===== config.mk =====
export PLATFORM = sky130hd
export DESIGN_NAME = sum_of_n_smallest
export DESIGN_NICKNAME = d
export VERILOG_FILES = /design/src/design/sons_pkg.sv /design/src/design/sons_cell.sv /design/src/design/sum_of_n_smallest.sv
export SDC_FILE = /design/constraint.sdc
export NUM_CORES = 2
export LEC_CHECK = 0
export BUFFER_PORTS_ARGS = -buffer_cell sky130_fd_sc_hd__buf_2
export CORE_MARGIN = 2
export CORE_UTILIZATION = 50
export CTS_CLUSTER_DIAMETER = 80
export CTS_CLUSTER_SIZE = 28
export DETAILED_ROUTE_END_ITERATION = 8
export GPL_TIMING_DRIVEN = 1
export PLACE_DENSITY = 0.73
export SYNTH_ARGS = -nofsm -noshare
export SYNTH_HDL_FRONTEND = slang
export SYNTH_HIERARCHICAL = 1
export SYNTH_SLANG_ARGS = --single-unit

===== constraint.sdc =====
create_clock -name clk -period 4.25 [get_ports clk]
set_clock_uncertainty 0.1 [all_clocks]
set_input_delay 1.0625 -clock clk [delete_from_list [all_inputs] [get_ports clk]]
set_output_delay 1.0625 -clock clk [all_outputs]
set_load 0.01 [all_outputs]

===== src/design/sons_pkg.sv =====
`default_nettype none
// ----------------------------------------------------------------------------
// sons_pkg: shared types and constants for sum_of_n_smallest
// Beat structs, cell control struct, store depth and status codes.
// ----------------------------------------------------------------------------
package sons_pkg;

    localparam int MAX_ITEMS = 32;
    localparam int VALUE_W   = 16;
    localparam int TOTAL_W   = 20;
    localparam int STATUS_W  = 2;
    localparam int CFG_W     = 6;
    localparam int CNT_W     = $clog2(MAX_ITEMS + 1);
    localparam int CMP_W     = (CNT_W > CFG_W) ? CNT_W : CFG_W;

    localparam logic [STATUS_W-1:0] STATUS_OK    = 2'd0;
    localparam logic [STATUS_W-1:0] STATUS_NEG   = 2'd1;
    localparam logic [STATUS_W-1:0] STATUS_COUNT = 2'd2;

    localparam logic [TOTAL_W-1:0] TOTAL_MAX = {TOTAL_W{1'b1}};

    typedef struct packed {
        logic signed [VALUE_W-1:0] value;
        logic                      last;
    } in_beat_t;

    typedef struct packed {
        logic [TOTAL_W-1:0]  total;
        logic [STATUS_W-1:0] status;
    } out_beat_t;

    typedef struct packed {
        logic ins;
        logic shift;
    } cell_ctrl_t;

endpackage : sons_pkg
`default_nettype wire


===== src/design/sons_cell.sv =====
`default_nettype none
// ----------------------------------------------------------------------------
// sons_cell: one compare-insert cell of the sorted row
// Holds one value; on insert it keeps, takes the new value or takes its
// left neighbor's value; on shift it takes its right neighbor's value.
// ----------------------------------------------------------------------------
module sons_cell (
    input  wire                                     clk,
    input  sons_pkg::cell_ctrl_t                    ctrl,
    input  wire logic signed [sons_pkg::VALUE_W-1:0] new_value,
    input  wire logic                                empty,
    input  wire logic                                prev_take,
    input  wire logic signed [sons_pkg::VALUE_W-1:0] prev_value,
    input  wire logic signed [sons_pkg::VALUE_W-1:0] next_value,
    output logic                                     take,
    output logic signed [sons_pkg::VALUE_W-1:0]      value
);

    logic signed [sons_pkg::VALUE_W-1:0] stored_reg;
    logic signed [sons_pkg::VALUE_W-1:0] stored_next;

    always_comb
    begin
        take = empty || (stored_reg > new_value);
    end

    always_comb
    begin
        stored_next = stored_reg;
        priority if (ctrl.ins)
        begin
            if (take)
            begin
                stored_next = prev_take ? prev_value : new_value;
            end
        end
        else if (ctrl.shift)
        begin
            stored_next = next_value;
        end
        else
        begin
            stored_next = stored_reg;
        end
    end

    always_ff @(posedge clk)
    begin
        stored_reg <= stored_next;
    end

    assign value = stored_reg;

endmodule : sons_cell
`default_nettype wire


===== src/design/sum_of_n_smallest.sv =====
`default_nettype none
// ----------------------------------------------------------------------------
// sum_of_n_smallest: sum of the count_to_sum smallest values of a set
// Input beats carry one signed value each; the beat with last set closes
// the set. Values are kept ascending in a row of MAX_ITEMS compare-insert
// cells; one value is taken per cycle while loading.
// After the last beat the row shifts toward cell 0 once per cycle and
// cell 0 feeds the accumulator; in_stall stays high from the last beat
// until the result beat is written into the output register.
// The result beat is written once the shift-out is done and the output
// register is free, and is held in that register until out_stall is low;
// while it is held a new set may already load, and the next drain
// shifts out but does not finish until the held beat is taken.
// status: 0 ok, 1 negative value seen, 2 count exceeds set size; total is 0
// on error and saturates at all ones. The store saturates at MAX_ITEMS,
// dropping the largest value. cfg_we writes count_to_sum (reset 0), to be
// done only while idle. Reset (rst_n low) empties the set and clears the
// output valid; no clearing pass is needed.
// ----------------------------------------------------------------------------
module sum_of_n_smallest (
    input  wire                         clk,
    input  wire                         rst_n,
    input  wire                         cfg_we,
    input  wire [sons_pkg::CFG_W-1:0]   cfg_data,
    input  wire                         in_valid,
    output logic                        in_stall,
    input  sons_pkg::in_beat_t          in_beat,
    output logic                        out_valid,
    input  wire                         out_stall,
    output sons_pkg::out_beat_t         out_beat
);

    localparam logic [0:0] ST_LOAD = 1'b0;
    localparam logic [0:0] ST_SUM  = 1'b1;

    logic [0:0]                       state_reg;
    logic [0:0]                       state_next;
    logic [sons_pkg::CFG_W-1:0]       count_reg;
    logic [sons_pkg::CNT_W-1:0]       items_reg;
    logic [sons_pkg::CNT_W-1:0]       items_next;
    logic                             neg_reg;
    logic                             neg_next;
    logic [sons_pkg::CNT_W-1:0]       rem_reg;
    logic [sons_pkg::CNT_W-1:0]       rem_next;
    logic [sons_pkg::TOTAL_W-1:0]     acc_reg;
    logic [sons_pkg::TOTAL_W-1:0]     acc_next;
    logic [sons_pkg::STATUS_W-1:0]    status_reg;
    logic [sons_pkg::STATUS_W-1:0]    status_next;
    logic                             out_valid_reg;
    logic                             out_valid_next;
    sons_pkg::out_beat_t              out_reg;
    sons_pkg::out_beat_t              out_next;

    logic                             in_fire;
    logic                             finish;
    logic [sons_pkg::CNT_W-1:0]       items_bump;
    logic                             count_exceeds;
    logic                             neg_now;
    logic [sons_pkg::TOTAL_W:0]       acc_sum;
    sons_pkg::cell_ctrl_t             ctrl;

    logic signed [sons_pkg::VALUE_W-1:0] cell_value [sons_pkg::MAX_ITEMS];
    logic                                cell_take  [sons_pkg::MAX_ITEMS];

    assign in_stall  = (state_reg != ST_LOAD);
    assign in_fire   = in_valid && !in_stall;
    assign out_valid = out_valid_reg;
    assign out_beat  = out_reg;

    assign ctrl.ins   = in_fire;
    assign ctrl.shift = (state_reg == ST_SUM) && (rem_reg != '0);

    genvar gi;
    generate
        for (gi = 0; gi < sons_pkg::MAX_ITEMS; gi++)
        begin : g_cell
            logic                                cell_empty;
            logic                                left_take;
            logic signed [sons_pkg::VALUE_W-1:0] left_value;
            logic signed [sons_pkg::VALUE_W-1:0] right_value;

            assign cell_empty = (sons_pkg::CNT_W'(gi) >= items_reg);

            if (gi == 0)
            begin : g_head
                assign left_take  = 1'b0;
                assign left_value = in_beat.value;
            end
            else
            begin : g_body
                assign left_take  = cell_take[gi-1];
                assign left_value = cell_value[gi-1];
            end

            if (gi == sons_pkg::MAX_ITEMS - 1)
            begin : g_tail
                assign right_value = cell_value[gi];
            end
            else
            begin : g_inner
                assign right_value = cell_value[gi+1];
            end

            sons_cell u_cell (
                .clk        (clk),
                .ctrl       (ctrl),
                .new_value  (in_beat.value),
                .empty      (cell_empty),
                .prev_take  (left_take),
                .prev_value (left_value),
                .next_value (right_value),
                .take       (cell_take[gi]),
                .value      (cell_value[gi])
            );
        end
    endgenerate

    always_comb
    begin
        items_bump    = (items_reg == sons_pkg::CNT_W'(sons_pkg::MAX_ITEMS)) ?
                        items_reg : items_reg + 1'b1;
        count_exceeds = (sons_pkg::CMP_W'(count_reg) > sons_pkg::CMP_W'(items_bump));
        neg_now       = neg_reg || in_beat.value[sons_pkg::VALUE_W-1];
        acc_sum       = {1'b0, acc_reg}
                      + {{(sons_pkg::TOTAL_W + 1 - sons_pkg::VALUE_W){1'b0}}, cell_value[0]};
        finish        = (state_reg == ST_SUM) && (rem_reg == '0)
                      && (!out_valid_reg || !out_stall);
    end

    always_comb
    begin
        state_next     = state_reg;
        items_next     = items_reg;
        neg_next       = neg_reg;
        rem_next       = rem_reg;
        acc_next       = acc_reg;
        status_next    = status_reg;
        out_next       = out_reg;
        out_valid_next = out_valid_reg && out_stall;

        unique case (state_reg)
            ST_LOAD:
            begin
                if (in_fire)
                begin
                    items_next = items_bump;
                    neg_next   = neg_now;
                    if (in_beat.last)
                    begin
                        state_next = ST_SUM;
                        acc_next   = '0;
                        priority if (count_exceeds)
                        begin
                            status_next = sons_pkg::STATUS_COUNT;
                            rem_next    = '0;
                        end
                        else if (neg_now)
                        begin
                            status_next = sons_pkg::STATUS_NEG;
                            rem_next    = '0;
                        end
                        else
                        begin
                            status_next = sons_pkg::STATUS_OK;
                            rem_next    = sons_pkg::CNT_W'(count_reg);
                        end
                    end
                end
            end
            ST_SUM:
            begin
                if (rem_reg != '0)
                begin
                    rem_next = rem_reg - 1'b1;
                    acc_next = acc_sum[sons_pkg::TOTAL_W] ? sons_pkg::TOTAL_MAX
                             : acc_sum[sons_pkg::TOTAL_W-1:0];
                end
                else if (finish)
                begin
                    state_next     = ST_LOAD;
                    items_next     = '0;
                    neg_next       = 1'b0;
                    out_valid_next = 1'b1;
                    out_next.status = status_reg;
                    out_next.total  = (status_reg == sons_pkg::STATUS_OK) ? acc_reg : '0;
                end
            end
            default:
            begin
                state_next = ST_LOAD;
            end
        endcase
    end

    always_ff @(posedge clk or negedge rst_n)
    begin
        if (!rst_n)
        begin
            state_reg     <= ST_LOAD;
            count_reg     <= '0;
            items_reg     <= '0;
            neg_reg       <= 1'b0;
            rem_reg       <= '0;
            out_valid_reg <= 1'b0;
        end
        else
        begin
            state_reg     <= state_next;
            items_reg     <= items_next;
            neg_reg       <= neg_next;
            rem_reg       <= rem_next;
            out_valid_reg <= out_valid_next;
            if (cfg_we)
            begin
                count_reg <= cfg_data;
            end
        end
    end

    always_ff @(posedge clk)
    begin
        acc_reg    <= acc_next;
        status_reg <= status_next;
        out_reg    <= out_next;
    end

`ifndef ASSERT_OFF
    a_last_starts_drain: assert property (@(posedge clk) disable iff (!rst_n)
        in_valid && !in_stall && in_beat.last |=> state_reg == ST_SUM)
        else $error("last beat did not start the drain");

    a_result_from_drain: assert property (@(posedge clk) disable iff (!rst_n)
        $rose(out_valid) |-> $past(state_reg) == ST_SUM)
        else $error("result beat without a drain");

    a_error_zero_total: assert property (@(posedge clk) disable iff (!rst_n)
        out_valid && out_beat.status != sons_pkg::STATUS_OK |-> out_beat.total == '0)
        else $error("error status with nonzero total");

    a_items_bound: assert property (@(posedge clk) disable iff (!rst_n)
        items_reg <= sons_pkg::CNT_W'(sons_pkg::MAX_ITEMS))
        else $error("item count beyond store depth");
`endif

endmodule : sum_of_n_smallest
`default_nettype wire

==> results.cfg <==
[run_status]
outcome = complete, but fails checks
violations = DRC

[cells_and_area]
fin_nets = 5339
multi_input_area_um2 = 24600
syn_to_final_growth_pct = 10.1
mostFrequentLayoutCell = a21oi_1
fillers = 7720
largest_reg_flops = 512
utilization = 0.556
drive_above_1_share = 0.0951
register_area_um2 = 17200
final_area_um2 = 49200
mostFrequentLayoutCells = a21oi_1, nor2_1, inv_1, edfxtp_1, ha_1
num_antenna_cells = 0

[routing]
dr.first_iter.drc_count = 3035
via_per_inst = 6.06
wirelength_um = 122000
drt_first_pass_iters = 9
drc = 3
routed-via-count = 36189
ant_nets = 0
detail_route.wl_per_cell_um = 20.5

[timing]
slew_headroom = 0.380
maxSlewViolCount = 0
finalSetupTns_ns = 0
rsz0062_at_grt = false
tightestPinTransition_ns = 0.926
fin_crit_sh = 0.854
fin_ws_ns = 0.619
hold_slack_ns = 0.283
hold_violations = 0
fin_crit_ns = 3.63
fmax_mhz = 275
setup_violations = 0

[synth]
syn_area_per_cell_um2 = 9.48
synth_warnings = 6
netlist_instances = 4712
synthesis.nets = 5280
syn_area_um2 = 44700

[clock_tree]
clk_latency_ns = 0.63
holdBufCountCts = 0
clkSinkCount = 577
h-tree-depth = 2
clk_path_buf_depth = 3
numCtsBuffers = 41
cts-root-buf = clkbuf_16
path_clk_slew_ns = 0.10
cts_setup_buffers = 0
cts_tree = yes
cts-resized-gates = 0

[floorplan]
die_w_um = 303
io-pin-count = 52
fp-row-count = 109
fp.dieH_um = 303
initial_utilization = 0.505
die_area_um2 = 91800
core_um2 = 88500

[power]
p_per_area_nw_per_um2 = 770
ir_drop_mv = 0.325
power_leakage_nw = 24.5

[global_route]
grt_max_degree = 76
overflow = 0
grt_use_total = 0.266
grt_pass1_vias = 35570
grt_pass1_wl_um = 195000
antenna_found_initial = 5

[placement]
io_buffers = 51
pre_cts_ws_ns = 0.0486
dpl.hpwl_um = 89900
routabilityCongestion = 0.892
postPlaceCellArea_um2 = 47800

[critical_path]
required_ns = 4.47
cp-end-kind = flop
crit_fanout = 40
start_kind = primary input
crit_type = in2reg
critical_path_arrival_ns = 3.85

[min_path]
hold_class = in2async

[job]
drv_cap = 0
==> layout make-up <==
type / instances / area share
inverters: 626 / 0.0477
clock buffers: 46 / 0.0223
repair buffers: 229 / 0.0441
well taps: 1165 / 0.0296
multi-input cells: 3296 / 0.499
flip-flops and latches: 577 / 0.350
clock inverters: 30 / 0.00757
==> critical path: stages <==
cell       delay (ns)
buf_2            0.19
buf_12           0.26
inv_1            0.08
ha_1             0.38
nand4_2          0.19
nor3_1           0.43
a2111oi_1        0.14
and3_1           0.24
o31ai_4          0.23
buf_4            0.31
mux2i_1          0.22
a21oi_1          0.09
==> layer usage <==
layer  track usage  part of all wire  routed length [um]
met4        0.0722             0.026                3130
met5             0           0.00048                  59
met2         0.435              0.46               56600
met3        0.0296             0.071                8650
met1         0.374              0.44               54000
==> stage by stage <==
step / instances / total power [mW]
2_1_floorplan: 4712 / 26.5
3_3_place_gp: 5893 / 32.4
3_5_place_dp: 5893 / 33.1
4_1_cts: 5969 / 37.8
5_1_grt: 5969 / 40.7
6_report: 5969 / 37.9
==> path summary, 6_finish.rpt <==
kind	startpoint	to	slack (ns)	depth (start not counted)
max	in_beat[16]	g_cell[26].u_cell/value[1]$_DFFE_PP_	0.62	12
min	rst_n	neg_reg$_DFFE_PN0P_	0.28	1
max reg2reg	items_reg[1]$_DFFE_PN0P_	rem_reg[5]$_DFFE_PN0P_	0.83	13
min reg2reg	count_reg[0]$_DFFE_PN0P_	rem_reg[0]$_DFFE_PN0P_	0.43	1
max in group asynchronous	rst_n	count_reg[3]$_DFFE_PN0P_	3.41	1
min in group clk	count_reg[0]$_DFFE_PN0P_	rem_reg[0]$_DFFE_PN0P_	0.43	1
==> report_power, final <==
part | leakage, nW | switching [mW] | internal (mW) | total [mW]
logic | 18.2 | 11.3 | 7.57 | 18.9
registers | 5.66 | 3.34 | 11.2 | 14.5
clock network | 0.718 | 2.44 | 2.08 | 4.52
total | 24.5 | 17.1 | 20.8 | 37.9
(Power assumes the default switching activity.)
